==> src/rtl/core/qsa_pkg.sv <==
// ----------------------------------------------------------------------------
// Query slot allocator package
// Shared types, codes and sizing constants for the slot allocator blocks.
// ----------------------------------------------------------------------------
package qsa_pkg;

  // Default number of query slots, and the fixed widths of the beat fields.
  localparam int DEFAULT_SLOTS = 64;
  localparam int IDX_PORT_W    = 6;
  localparam int CNT_W         = 7;

  // Depth of the command queue between the front and the back end.
  localparam int QUEUE_DEPTH   = 2;

  typedef enum logic [1:0] {
    REQ_ALLOC    = 2'd0,
    REQ_MARK     = 2'd1,
    REQ_ROLLBACK = 2'd2,
    REQ_LIST     = 2'd3
  } req_t;

  typedef enum logic [1:0] {
    ST_READY_QUERY   = 2'd0,
    ST_QUERY_PENDING = 2'd1,
    ST_READY_RESET   = 2'd2,
    ST_RESET_PENDING = 2'd3
  } slot_st_t;

  typedef enum logic [1:0] {
    STAT_OK       = 2'd0,
    STAT_FULL     = 2'd1,
    STAT_REJECTED = 2'd2,
    STAT_NO_MATCH = 2'd3
  } status_t;

  // Classified command as the back end sees it.
  typedef enum logic [1:0] {
    CMD_ALLOC  = 2'd0,
    CMD_WRITE  = 2'd1,
    CMD_REJECT = 2'd2,
    CMD_LIST   = 2'd3
  } cmd_kind_t;

  typedef struct packed {
    cmd_kind_t               kind;
    logic [IDX_PORT_W-1:0]   idx;
    slot_st_t                tgt;
    logic                    in_range;
  } cmd_t;

  // Handshake bundle for a command travelling into or out of the queue.
  typedef struct packed {
    logic valid;
    cmd_t cmd;
  } cmd_beat_t;

  typedef enum logic {
    B_IDLE = 1'b0,
    B_PICK = 1'b1
  } back_st_t;

endpackage

==> src/rtl/core/qsa_front.sv <==
// ----------------------------------------------------------------------------
// Query slot allocator front end
// Accepts request beats, classifies them and holds one command for the queue.
// ----------------------------------------------------------------------------
module qsa_front #(
  parameter int SLOTS = qsa_pkg::DEFAULT_SLOTS
) (
  input  logic                          clk,
  input  logic                          rst,
  input  logic                          in_valid,
  output logic                          in_ready,
  input  logic [1:0]                    req_type,
  input  logic [qsa_pkg::IDX_PORT_W-1:0] slot_index,
  input  logic [1:0]                    target_state,
  output qsa_pkg::cmd_beat_t            push,
  input  logic                          push_ready
);
  import qsa_pkg::*;

  logic cmd_valid;
  cmd_t cmd;
  cmd_t cmd_next;
  logic accept;

  assign in_ready = !cmd_valid || push_ready;
  assign accept   = in_valid && in_ready;

  // Rollback only takes the two ready states; anything else is rejected here.
  always_comb begin
    cmd_next.idx      = slot_index;
    cmd_next.tgt      = slot_st_t'(target_state);
    cmd_next.in_range = ({1'b0, slot_index} < CNT_W'(SLOTS));
    case (req_t'(req_type))
      REQ_ALLOC:    cmd_next.kind = CMD_ALLOC;
      REQ_MARK:     cmd_next.kind = CMD_WRITE;
      REQ_ROLLBACK: begin
        if (slot_st_t'(target_state) == ST_READY_QUERY ||
            slot_st_t'(target_state) == ST_READY_RESET) begin
          cmd_next.kind = CMD_WRITE;
        end else begin
          cmd_next.kind = CMD_REJECT;
        end
      end
      REQ_LIST:     cmd_next.kind = CMD_LIST;
      default:      cmd_next.kind = CMD_ALLOC;
    endcase
  end

  always_ff @(posedge clk) begin
    if (rst) begin
      cmd_valid <= 1'b0;
    end else if (accept) begin
      cmd_valid <= 1'b1;
    end else if (push_ready) begin
      cmd_valid <= 1'b0;
    end
  end

  always_ff @(posedge clk) begin
    if (accept) begin
      cmd <= cmd_next;
    end
  end

  assign push.valid = cmd_valid;
  assign push.cmd   = cmd;

endmodule

==> src/rtl/core/qsa_fifo.sv <==
// ----------------------------------------------------------------------------
// Query slot allocator command queue
// Small first-in first-out queue that decouples the front and back ends.
// ----------------------------------------------------------------------------
module qsa_fifo #(
  parameter int DEPTH = qsa_pkg::QUEUE_DEPTH
) (
  input  logic               clk,
  input  logic               rst,
  input  qsa_pkg::cmd_beat_t push,
  output logic               push_ready,
  output qsa_pkg::cmd_beat_t head,
  input  logic               pop
);
  import qsa_pkg::*;

  localparam int PTR_W = (DEPTH > 1) ? $clog2(DEPTH) : 1;
  localparam int CNT_QW = $clog2(DEPTH + 1);

  cmd_t              entries [DEPTH];
  logic [PTR_W-1:0]  wr_ptr;
  logic [PTR_W-1:0]  rd_ptr;
  logic [CNT_QW-1:0] fill;
  logic              do_push;
  logic              do_pop;

  assign push_ready = (fill != CNT_QW'(DEPTH));
  assign do_push    = push.valid && push_ready;
  assign do_pop     = pop && (fill != '0);

  assign head.valid = (fill != '0);
  assign head.cmd   = entries[rd_ptr];

  always_ff @(posedge clk) begin
    if (rst) begin
      wr_ptr <= '0;
      rd_ptr <= '0;
      fill   <= '0;
    end else begin
      if (do_push) begin
        wr_ptr <= (wr_ptr == PTR_W'(DEPTH - 1)) ? '0 : wr_ptr + 1'b1;
      end
      if (do_pop) begin
        rd_ptr <= (rd_ptr == PTR_W'(DEPTH - 1)) ? '0 : rd_ptr + 1'b1;
      end
      if (do_push && !do_pop) begin
        fill <= fill + 1'b1;
      end else if (do_pop && !do_push) begin
        fill <= fill - 1'b1;
      end
    end
  end

  always_ff @(posedge clk) begin
    if (do_push) begin
      entries[wr_ptr] <= push.cmd;
    end
  end

endmodule

==> src/rtl/core/qsa_back.sv <==
// ----------------------------------------------------------------------------
// Query slot allocator back end
// Owns the slot table and counters, runs the searches and drives the results.
// ----------------------------------------------------------------------------
module qsa_back #(
  parameter int SLOTS = qsa_pkg::DEFAULT_SLOTS
) (
  input  logic                           clk,
  input  logic                           rst,
  input  qsa_pkg::cmd_beat_t             head,
  output logic                           pop,
  output logic                           out_valid,
  input  logic                           out_ready,
  output logic [1:0]                     status,
  output logic [qsa_pkg::IDX_PORT_W-1:0] found_index,
  output logic [qsa_pkg::CNT_W-1:0]      free_count,
  output logic [qsa_pkg::CNT_W-1:0]      active_count,
  output logic                           last
);
  import qsa_pkg::*;

  localparam int IDX_W = $clog2(SLOTS);

  back_st_t          state;
  back_st_t          state_next;
  slot_st_t          slots [SLOTS];
  logic [IDX_W-1:0]  ptr;
  logic [CNT_W-1:0]  free_slots;
  logic [CNT_W-1:0]  active_slots;
  cmd_kind_t         kind;
  logic [SLOTS-1:0]  vec;
  logic [SLOTS-1:0]  hi;

  logic              out_free;
  logic [SLOTS-1:0]  match;
  logic [SLOTS-1:0]  ge_ptr;
  slot_st_t          want;
  logic [SLOTS-1:0]  pick_src;
  logic [SLOTS-1:0]  onehot;
  logic [SLOTS-1:0]  rest;
  logic              any;
  logic [IDX_W-1:0]  pick_idx;
  logic [CNT_W-1:0]  free_inc;
  logic [CNT_W-1:0]  free_dec;
  logic [CNT_W-1:0]  active_inc;
  logic [CNT_W-1:0]  active_dec;

  logic              capture;
  logic              emit;
  status_t           res_status;
  logic [IDX_W-1:0]  res_idx;
  logic [CNT_W-1:0]  res_free;
  logic [CNT_W-1:0]  res_active;
  logic              res_last;
  logic              wr_en;
  logic [IDX_W-1:0]  wr_idx;
  slot_st_t          wr_val;
  logic              ptr_en;

  assign out_free = !out_valid || out_ready;

  // Per-slot flags against the wanted state, and the round-robin upper half.
  assign want = (head.cmd.kind == CMD_ALLOC) ? ST_READY_QUERY : head.cmd.tgt;
  always_comb begin
    for (int i = 0; i < SLOTS; i++) begin
      match[i]  = (slots[i] == want);
      ge_ptr[i] = (IDX_W'(i) >= ptr);
    end
  end

  // Lowest set bit of the chosen vector, then an OR encoder.
  assign pick_src = (kind == CMD_ALLOC && hi != '0) ? hi : vec;
  assign onehot   = pick_src & (~pick_src + 1'b1);
  assign rest     = vec & ~onehot;
  assign any      = (pick_src != '0);
  always_comb begin
    pick_idx = '0;
    for (int i = 0; i < SLOTS; i++) begin
      if (onehot[i]) begin
        pick_idx = pick_idx | IDX_W'(i);
      end
    end
  end

  assign free_inc   = (free_slots < CNT_W'(SLOTS)) ? free_slots + 1'b1 : free_slots;
  assign free_dec   = (free_slots != '0) ? free_slots - 1'b1 : free_slots;
  assign active_inc = (active_slots < CNT_W'(SLOTS)) ? active_slots + 1'b1 : active_slots;
  assign active_dec = (active_slots != '0) ? active_slots - 1'b1 : active_slots;

  // Next state.
  always_comb begin
    state_next = state;
    case (state)
      B_IDLE: begin
        if (head.valid &&
            (head.cmd.kind == CMD_ALLOC || head.cmd.kind == CMD_LIST)) begin
          state_next = B_PICK;
        end
      end
      B_PICK: begin
        if (out_free && (kind == CMD_ALLOC || rest == '0)) begin
          state_next = B_IDLE;
        end
      end
      default: state_next = B_IDLE;
    endcase
  end

  // Control and result values.
  always_comb begin
    pop        = 1'b0;
    capture    = 1'b0;
    emit       = 1'b0;
    res_status = STAT_OK;
    res_idx    = '0;
    res_free   = free_slots;
    res_active = active_slots;
    res_last   = 1'b1;
    wr_en      = 1'b0;
    wr_idx     = head.cmd.idx[IDX_W-1:0];
    wr_val     = head.cmd.tgt;
    ptr_en     = 1'b0;
    case (state)
      B_IDLE: begin
        if (head.valid) begin
          case (head.cmd.kind)
            CMD_ALLOC, CMD_LIST: begin
              pop     = 1'b1;
              capture = 1'b1;
            end
            CMD_WRITE: begin
              if (out_free) begin
                pop  = 1'b1;
                emit = 1'b1;
                if (head.cmd.in_range) begin
                  wr_en = 1'b1;
                  if (head.cmd.tgt == ST_READY_QUERY) begin
                    res_free   = free_inc;
                    res_active = active_dec;
                  end
                end
              end
            end
            CMD_REJECT: begin
              if (out_free) begin
                pop        = 1'b1;
                emit       = 1'b1;
                res_status = STAT_REJECTED;
              end
            end
            default: begin
              pop = 1'b0;
            end
          endcase
        end
      end
      B_PICK: begin
        if (out_free) begin
          emit = 1'b1;
          if (kind == CMD_ALLOC) begin
            if (any) begin
              res_idx    = pick_idx;
              res_free   = free_dec;
              res_active = active_inc;
              wr_en      = 1'b1;
              wr_idx     = pick_idx;
              wr_val     = ST_QUERY_PENDING;
              ptr_en     = 1'b1;
            end else begin
              res_status = STAT_FULL;
            end
          end else begin
            if (any) begin
              res_idx  = pick_idx;
              res_last = (rest == '0);
            end else begin
              res_status = STAT_NO_MATCH;
            end
          end
        end
      end
      default: begin
        emit = 1'b0;
      end
    endcase
  end

  always_ff @(posedge clk) begin
    if (rst) begin
      state        <= B_IDLE;
      ptr          <= '0;
      free_slots   <= CNT_W'(SLOTS);
      active_slots <= '0;
      out_valid    <= 1'b0;
      for (int i = 0; i < SLOTS; i++) begin
        slots[i] <= ST_READY_QUERY;
      end
    end else begin
      state <= state_next;
      if (emit) begin
        out_valid    <= 1'b1;
        free_slots   <= res_free;
        active_slots <= res_active;
      end else if (out_ready) begin
        out_valid <= 1'b0;
      end
      if (wr_en) begin
        slots[wr_idx] <= wr_val;
      end
      if (ptr_en) begin
        ptr <= (pick_idx == IDX_W'(SLOTS - 1)) ? '0 : pick_idx + 1'b1;
      end
    end
  end

  // Search registers and the output beat.
  always_ff @(posedge clk) begin
    if (capture) begin
      kind <= head.cmd.kind;
      vec  <= match;
      hi   <= match & ge_ptr;
    end else if (emit && state == B_PICK) begin
      vec <= rest;
    end
    if (emit) begin
      status       <= res_status;
      found_index  <= IDX_PORT_W'(res_idx);
      free_count   <= res_free;
      active_count <= res_active;
      last         <= res_last;
    end
  end

endmodule

==> src/rtl/core/query_slot_allocator_top.sv <==
// ----------------------------------------------------------------------------
// Query slot allocator
// Round-robin allocator over a table of query slot lifecycle states.
// ----------------------------------------------------------------------------
// A request beat is classified by the front end and queued; the back end owns
// the slot table, the search pointer and the free and active counters. A mark,
// a rollback or a rejected rollback is handled straight from the idle state
// and gives one result beat. An allocate first registers the ready flags of
// every slot together with the half at or above the search pointer, then picks
// the lowest flagged slot of that half (or of the whole table when the half is
// empty) and writes the result. A list request first registers the matching
// slots and then gives one result beat per matching slot, in ascending slot
// order, while the result register is free (a single status beat when nothing
// matches). The front end and a two-entry command queue keep accepting beats
// while the back end works or waits on a stalled result, and the result
// register lets the next command start as the current result is taken. Every
// slot state, the pointer and the counters are cleared directly by reset; no
// clearing pass is needed.
// ----------------------------------------------------------------------------
module query_slot_allocator_top #(
  parameter int SLOTS = qsa_pkg::DEFAULT_SLOTS
) (
  input  logic                           clk,
  input  logic                           rst,
  input  logic                           in_valid,
  output logic                           in_ready,
  input  logic [1:0]                     req_type,
  input  logic [qsa_pkg::IDX_PORT_W-1:0] slot_index,
  input  logic [1:0]                     target_state,
  output logic                           out_valid,
  input  logic                           out_ready,
  output logic [1:0]                     status,
  output logic [qsa_pkg::IDX_PORT_W-1:0] found_index,
  output logic [qsa_pkg::CNT_W-1:0]      free_count,
  output logic [qsa_pkg::CNT_W-1:0]      active_count,
  output logic                           last
);
  import qsa_pkg::*;

  cmd_beat_t push;
  logic      push_ready;
  cmd_beat_t head;
  logic      pop;

  // Front end: takes the request beat and works out what the back end must do.
  qsa_front #(
    .SLOTS (SLOTS)
  ) u_front (
    .clk          (clk),
    .rst          (rst),
    .in_valid     (in_valid),
    .in_ready     (in_ready),
    .req_type     (req_type),
    .slot_index   (slot_index),
    .target_state (target_state),
    .push         (push),
    .push_ready   (push_ready)
  );

  // Command queue so that either side may stall without holding up the other.
  qsa_fifo #(
    .DEPTH (QUEUE_DEPTH)
  ) u_fifo (
    .clk        (clk),
    .rst        (rst),
    .push       (push),
    .push_ready (push_ready),
    .head       (head),
    .pop        (pop)
  );

  // Back end: slot table, round-robin search, list walk and result register.
  qsa_back #(
    .SLOTS (SLOTS)
  ) u_back (
    .clk          (clk),
    .rst          (rst),
    .head         (head),
    .pop          (pop),
    .out_valid    (out_valid),
    .out_ready    (out_ready),
    .status       (status),
    .found_index  (found_index),
    .free_count   (free_count),
    .active_count (active_count),
    .last         (last)
  );

endmodule

==> config.mk <==
export PLATFORM = sky130hd
export DESIGN_NAME = query_slot_allocator_top
export DESIGN_NICKNAME = d
export VERILOG_FILES = /design/src/rtl/core/qsa_pkg.sv /design/src/rtl/core/qsa_front.sv /design/src/rtl/core/qsa_fifo.sv /design/src/rtl/core/qsa_back.sv /design/src/rtl/core/query_slot_allocator_top.sv
export SDC_FILE = /design/constraint.sdc
export NUM_CORES = 1
export LEC_CHECK = 0
export ABC_AREA = 1
export ABC_CLOCK_PERIOD_IN_PS = 5580
export BUFFER_PORTS_ARGS = -buffer_cell sky130_fd_sc_hd__clkbuf_2
export CAP_MARGIN = 5
export CORE_MARGIN = 5
export CORE_UTILIZATION = 35
export DETAILED_ROUTE_END_ITERATION = 16
export GPL_ROUTABILITY_DRIVEN = 1
export MAX_ROUTING_LAYER = met4
export SLEW_MARGIN = 5
export SYNTH_ARGS = -nofsm -noshare
export SYNTH_HDL_FRONTEND = slang
export SYNTH_SLANG_ARGS = --single-unit
==> constraint.sdc <==
create_clock -name clk -period 5.58 [get_ports clk]
set_input_delay 0 -clock clk [delete_from_list [all_inputs] [get_ports clk]]
set_output_delay 0 -clock clk [all_outputs]
set_load 0.1 [all_outputs]
# Word level (Yosys, flattened, before mapping)
# Memories as Yosys holds them, arrays and structs flattened. A register that Yosys moved wholly into a read port is not among the register bits.
# Cells that the tools add are included.
# W data, S select, Z words.
dict set report classes {
  shift 0
  muxes 295
  eq_ne 73
  n_div 0
  n_reduce_logical 39
  addsub 10
  n_lt_le_gt_ge 66
  multipliers 0
  bitwise 6
}
# cell n
set ops {}
lappend ops {{$mux W7} 66}
lappend ops {{$mux W6} 58}
lappend ops {{$mux W64} 4}
lappend ops {{$and A64 B64 Y64} 3}
lappend ops {{$ge A6 B6 Y1 const A} 32}
lappend ops {{$eq A2 B2 Y1} 64}
lappend ops {{$not A64 Y64} 2}
lappend ops {{$reduce_bool A64 Y1} 2}
lappend ops {{$ge A5 B6 Y1 const A} 16}
lappend ops {{$mux W1} 88}
lappend ops {{$mux W2} 42}
lappend ops {{$mux W5} 16}
lappend ops {{$add A64 B1 Y64 const B} 1}
lappend ops {{$logic_not A64 Y1} 1}
lappend ops {{$ge A4 B6 Y1 const A} 8}
lappend ops {{$mux W4} 8}
lappend ops {{$pmux W7 S2} 2}
lappend ops {{$ge A3 B6 Y1 const A} 4}
lappend ops {{$add A7 B1 Y7 const B} 2}
lappend ops {{$lt A7 B7 Y1 const B} 2}
lappend ops {{$reduce_bool A7 Y1} 2}
lappend ops {{$sub A7 B1 Y7 const B} 2}
lappend ops {{$ge A1 B6 Y1 const A} 2}
lappend ops {{$ge A2 B6 Y1 const A} 2}
lappend ops {{other kinds (21)} 60}
dict set report totals {
  romBits 0
  ram_bits 148
  latch_bits 0
  elab_cells 511
  out_inout_bits 25
  n_memories 2
  regBits 190
  inputBits 14
}
# name depth width rd rd_clocked_by_memory_dff wr line_no
set mem_list {}
lappend mem_list {u_back.slots 64 2 64 0 64 qsa_back.sv:26} ;# slot_st_t slots [SLOTS];
lappend mem_list {u_fifo.entries 2 10 1 1 1 qsa_fifo.sv:20} ;# cmd_t entries [DEPTH];

# Depth between registers and ports, before layout
dict set report logic_depth {
  ltp_word 80
  ltp_mapped 31
  ltp_nobuf 29
}

# Cells and area by module
# A second synthesis with hierarchy kept.
dict set report hier_totals {
  hier_cells 2570
  hier_area_um2 20651.1
}
# module seq_area_each_um2 area_each_um2 cells_each instances
set modules_own_cells {}
lappend modules_own_cells {qsa_back 8878.5 19184.6 2476 1}
lappend modules_own_cells {qsa_fifo 760.7 1081.0 71 1}
lappend modules_own_cells {qsa_front 320.3 385.4 23 1}

# Worst setup path before layout
# OpenSTA, ideal clock, no wires.
dict set report synth_timing {
  kind {reg2reg}
  startpoint {register (tool-made name)}
  endpoint {register u_back.vec[2] (data pin)}
  arrival_ns 3.794
  path_slack_ns 1.424
  path_buffers 1
  synth_period_minus_slack_ns 4.156
  path_stages_with_launch 8
  setup_time_ns 0.362
  required_time_ns 5.218
  path_cell_list {dfxtp_1 -> inv_1 -> or2_2 -> o21ai_0 -> ha_1 -> nor3_1 -> clkbuf_1 -> o21ai_0}
}
# element line_no
set synth_rtl {}
lappend synth_rtl {{end signal: assignment} qsa_back.sv:220} ;# vec <= match;
lappend synth_rtl {{end signal: assignment} qsa_back.sv:223} ;# vec <= rest;
lappend synth_rtl {{end: declaration} qsa_back.sv:31} ;# logic [SLOTS-1:0] vec;

==> run summary <==
The worst register-to-register path ends at u_back.slots[1][1]. The detailed placement HPWL is about 55 mm. The per-cell via count in the routed design is 5.21. Ranked by instance count, the synthesized netlist is headed by sky130_fd_sc_hd__nand2_1 (776), sky130_fd_sc_hd__nor2_1 (432), sky130_fd_sc_hd__edfxtp_1 (311), sky130_fd_sc_hd__inv_1 (216), sky130_fd_sc_hd__nand3_1 (205).

Data on the critical path is required at its endpoint by between 5 and 6 ns. The number of warnings reported in the yosys synthesis log came out at 0. The clock net in this run drives a total of ~340 sinks. The most used flip-flop cell after synthesis is sky130_fd_sc_hd__edfxtp_1. The synthesized design spends more area on one cell type than any other, namely sky130_fd_sc_hd__edfxtp_1.

The sequential cells in the finished layout cover a total of ~10000 um^2. The number of endpoints failing setup at the final stage came out at 0. The remaining antenna violation count came out at 0.

Clock latency on the worst-skew pair, taken at its later pin, is approximately 0.56 ns. The fraction of post-synthesis cell area in the top cell type by area came out at 45.5%. Measured along the x axis, the die boundary spans 252 um. After detailed routing, the total wire length is between 70 and 80 mm. The remaining routing DRC violations is 0. IR analysis of the VDD net gives a maximum drop of between 400 and 500 uV. The initial antenna violation count came out at 0. The routed length on met3 came out at about 5.2 mm.

The maximum buffer depth of the clock tree came out at 3. The count of flip-flops with a built-in enable after synthesis is 311. In this run the power spent charging and discharging nets is between 6 and 7 mW.

The number of top-level design ports came out at 39. The slowest stage of the critical path is the sky130_fd_sc_hd__edfxtp_1 cell. The number of nets in the finished design is about 2.8k. The arrival time at the worst endpoint is ~5.5 ns.

The number of max-cap violations came out at 0. The most prevalent standard cell on the critical path is sky130_fd_sc_hd__nand2_1. The worst hold slack is roughly 0.17 ns. The max-slew violation count is 0. CTS placed an instance of sky130_fd_sc_hd__clkbuf_16 at the clock tree root.

Net switching is 48.7% of the power. Per report_power, the clock group accounts for approximately 18% of the total. The worst setup path is captured at a flop. The maximum single-stage delay on the critical path came out at about 0.41 ns. The type of the tightest min-delay check is input pin to flop.

In this run, the number of DRC markers left after iteration 0 of detailed routing was roughly 1.9k. The smallest clock period supported by the final layout is computed as approximately 5.2 ns. For the pin with the worst max-slew slack, the measured transition is 1.02 ns. The synthesis-stage register bit count is between 300 and 400. The proportion of power drawn by combinational gates came out at roughly half. The number of iterations in the first detailed-routing pass came out at 7. The share of the cycle needed by the critical path after routing is a little over nine tenths.

The starting density of the core is a little over a third. By area the synthesized netlist is led by sky130_fd_sc_hd__edfxtp_1 (45%), sky130_fd_sc_hd__nand2_1 (14%), sky130_fd_sc_hd__nor2_1 (7.9%). The growth of design area from synthesis to finish is 14.8%.

The total number of vias came out at 18.3k. The via count of the first global-routing pass is 17.1k. The area of the multi-input gates is 9390 um^2. Along the worst hold path, the cell count comes to 2. For hold timing, the worst endpoint is u_front.push[4]. The cell area after placement is between 20,000 and 25,000 um^2. Across all register-to-register paths, the minimum setup slack is approximately 0.35 ns. The worst-path maximum fanout came out at 52. The worst setup path is of the flop to flop kind.

The global-route wire length before repair is between 100 and 150 mm. The die footprint is between 60,000 and 70,000 um^2. The number of nets in the synthesized netlist came out at approximately 2.6k. The final hold violation count came out at 0. The internal power is between 6 and 7 mW.

Signal routing reaches up to met4. Summing all non-filler instances in the final layout gives an area of about 24,000 um^2. The overall fraction of global-route tracks in use came out at between 20% and 30%.

The setup fix buffers added after clock tree synthesis is 0. The number of cells on the worst reg-to-reg path is 26. The count of different cell masters after synthesis is 47. The reported leakage power came out at roughly 10 nW. Clock-pin slew was measured on the worst setup and hold paths at 0.06 ns. The max-slew headroom at the worst pin came out at 32.3%. The flow ran to the end, and the final reports show no timing, DRC or antenna violations. Setup repair after global routing left no endpoint under its margin. Of all flip-flops after synthesis, the portion carrying an async set or reset was 0%. The count of placed standard cells in the final layout, fillers left out is about 3.5k. Measured along the y axis, the die boundary spans between 200 and 300 um. Entering global routing, the biggest net connects 96 pins. The routed wirelength normalized by instance count is ~20 um. The floorplan step defined a core boundary enclosing 57,900 um^2. The per-instance average area after synthesis came out at approximately 7.9 um^2. Power spread over the standard cell area amounts to 576 nW/um^2.

For this run, the register share of the synthesized area comes to around 48%. The final RePlAce weighted congestion came out at approximately 1.0. The filler cell count in the final layout came out at roughly 5.9k. The sum of routed wire segments on met1 came out at roughly 32 mm. The type of element launching the critical path is a flop. The worst setup slack after layout came out at about 0.35 ns. Cells with a size suffix above 1 make up under 10% of the layout. The total grt overflow is 0. The maximum clock skew at final layout came out at around 0.020 ns. The mapped cell area came out at just over 20,000 um^2. In the detailed route, the total length drawn on met2 is ~31 mm. The depth of the CTS H-tree is 2. The number of CTS-inserted buffers is 38. In this run the worst setup path begins at u_back.hi[3]. TritonCTS built the clock tree. The worst hold path begins at slot_index[1]. The source of the worst register-to-register timing path is u_back.hi[3]. Timing analysis after detailed placement gives a worst setup slack of between 0.03 and 0.04 ns. The total number of placement rows is just under 90.

The most common cell in the synthesized netlist is sky130_fd_sc_hd__nand2_1. The top achievable clock speed is 0.191 GHz. Counting tap cells, the placed design contains a total of around 3.4k instances.

The count of buffers added on input and output ports is 38. The part of the total power dissipated in sequential elements came out at 33.2%. The instance count of the mapped netlist came out at ~2.6k.
-- layout make-up --
| cell class | count | share of cell area, % |
|---|---|---|
| sequential | 339 | 42.0 |
| multi-input combinational | 1960 | 39.8 |
| timing repair buffer | 163 | 5.53 |
| clock buffer | 46 | 4.38 |
| tap | 765 | 4.06 |
| inverter | 229 | 3.66 |
| clock inverter | 20 | 0.594 |
| antenna | 1 | 0.0106 |
-- stage by stage --
step | utilization, % | power [mW] | setup TNS (ns)
after floorplan | - | 8.94 | 0
after global placement | 38.4 | 11.0 | -0.0288
after detailed placement | 38.4 | 11.1 | 0
after CTS | 40.7 | 13.5 | 0
after global routing | 40.7 | 14.4 | 0
final | 40.7 | 13.6 | 0
-- sequential cells by signal, indices dropped and copies added, names as in the netlist, named ones only --
| signal | cells |
|---|---|
| u_back.out_valid | 1 |
| u_back.kind | 2 |
| u_front.push | 10 |
| u_back.ptr | 6 |
| u_back.slots | 128 |
| u_fifo.entries | 20 |
| u_fifo.rd_ptr | 1 |
| u_back.status | 2 |
| u_back.free_count | 7 |
| u_back.hi | 64 |
| u_back.last | 1 |
| u_back.found_index | 6 |
| u_back.active_slots | 7 |
| u_back.active_count | 7 |
| u_back.vec | 64 |
| u_fifo.wr_ptr | 1 |
| u_fifo.fill | 2 |
| u_back.free_slots | 7 |
| u_back.state | 1 |
| u_front.cmd_valid | 1 |
-- placed cells by master (no fill, tap or decap), types with 10 or more instances in the layout --
cell                            synthesis  routed
sky130_fd_sc_hd__clkbuf_16              0      39
sky130_fd_sc_hd__edfxtp_1             311     311
sky130_fd_sc_hd__inv_1                216     215
sky130_fd_sc_hd__nand3_1              205     205
sky130_fd_sc_hd__buf_4                  5      99
sky130_fd_sc_hd__nor2_4                16      18
sky130_fd_sc_hd__dfxtp_1               28      28
sky130_fd_sc_hd__nand3b_1              47      47
sky130_fd_sc_hd__clkinv_1               3      11
sky130_fd_sc_hd__xor2_1               133     133
sky130_fd_sc_hd__a21oi_1               61      61
sky130_fd_sc_hd__buf_12                 0      11
sky130_fd_sc_hd__nand2_1              776     772
sky130_fd_sc_hd__nor3_1                33      31
sky130_fd_sc_hd__a211oi_1              15      15
sky130_fd_sc_hd__clkbuf_2               0      38
sky130_fd_sc_hd__dlygate4sd3_1          0      15
sky130_fd_sc_hd__or2_2                 10      10
sky130_fd_sc_hd__nor2_2                18      18
sky130_fd_sc_hd__nand4_1               28      28
sky130_fd_sc_hd__nor2_1               432     430
sky130_fd_sc_hd__ha_1                  10      10
sky130_fd_sc_hd__o21ai_0              133     133
-- worst max-delay path, delay by kind of cell, from the launching register on --
kind	cells	cell delay [ns]
AO/OA/AOI/OAI	1	0.18
flip-flops	1	0.41
buffers and inverters	4	0.73
AND/OR/NAND/NOR	21	3.53
-- logic make-up after synthesis --
kind of cell | share of synthesized area [%]
XOR/XNOR | 5.80
buffers and inverters | 6.32
AND/OR/NAND/NOR | 32.9
multiplexers | 0.0487
adder cells (fa/ha/maj) | 0.609
flip-flops | 48.2
AO/OA/AOI/OAI | 6.17
-- layer usage --
metal | GRT usage (%) | vias to the layer above
li1 | - | 8794
met1 | 31.7 | 8689
met3 | 3.03 | 109
met2 | 33.3 | 756
met4 | 6.36 | 0
met5 | - | -
-- power by group through the flow --
stage	Sequential, mW	Clock (mW)	Combinational, mW
final	4.50	2.42	6.66
after global routing	4.59	2.57	7.28
after CTS	4.48	2.46	6.58
after detailed placement	4.53	0	6.56
after global placement	4.50	0	6.54
after floorplan	5.02	0	3.93
-- worst max-delay path by stage --
stage	slack (ns)	cells after the start	to
after CTS	0.01	26	u_back.slots[32][1]
after detailed placement	0.03	26	u_back.slots[40][0]
final	0.35	26	u_back.slots[1][1]
after floorplan	1.42	7	u_back.vec[2]
after global routing	0.03	26	u_back.slots[1][1]
after global placement	-0.01	26	u_back.slots[40][1]
-- repair_timing --
item | in CTS | in global routing
gates resized for setup | 0 | 3
setup endpoints to repair | 0 | 91
hold endpoints to repair | 24 | 0
hold buffers | 15 | 0
No activity file was read; power rests on OpenSTA's default activity.
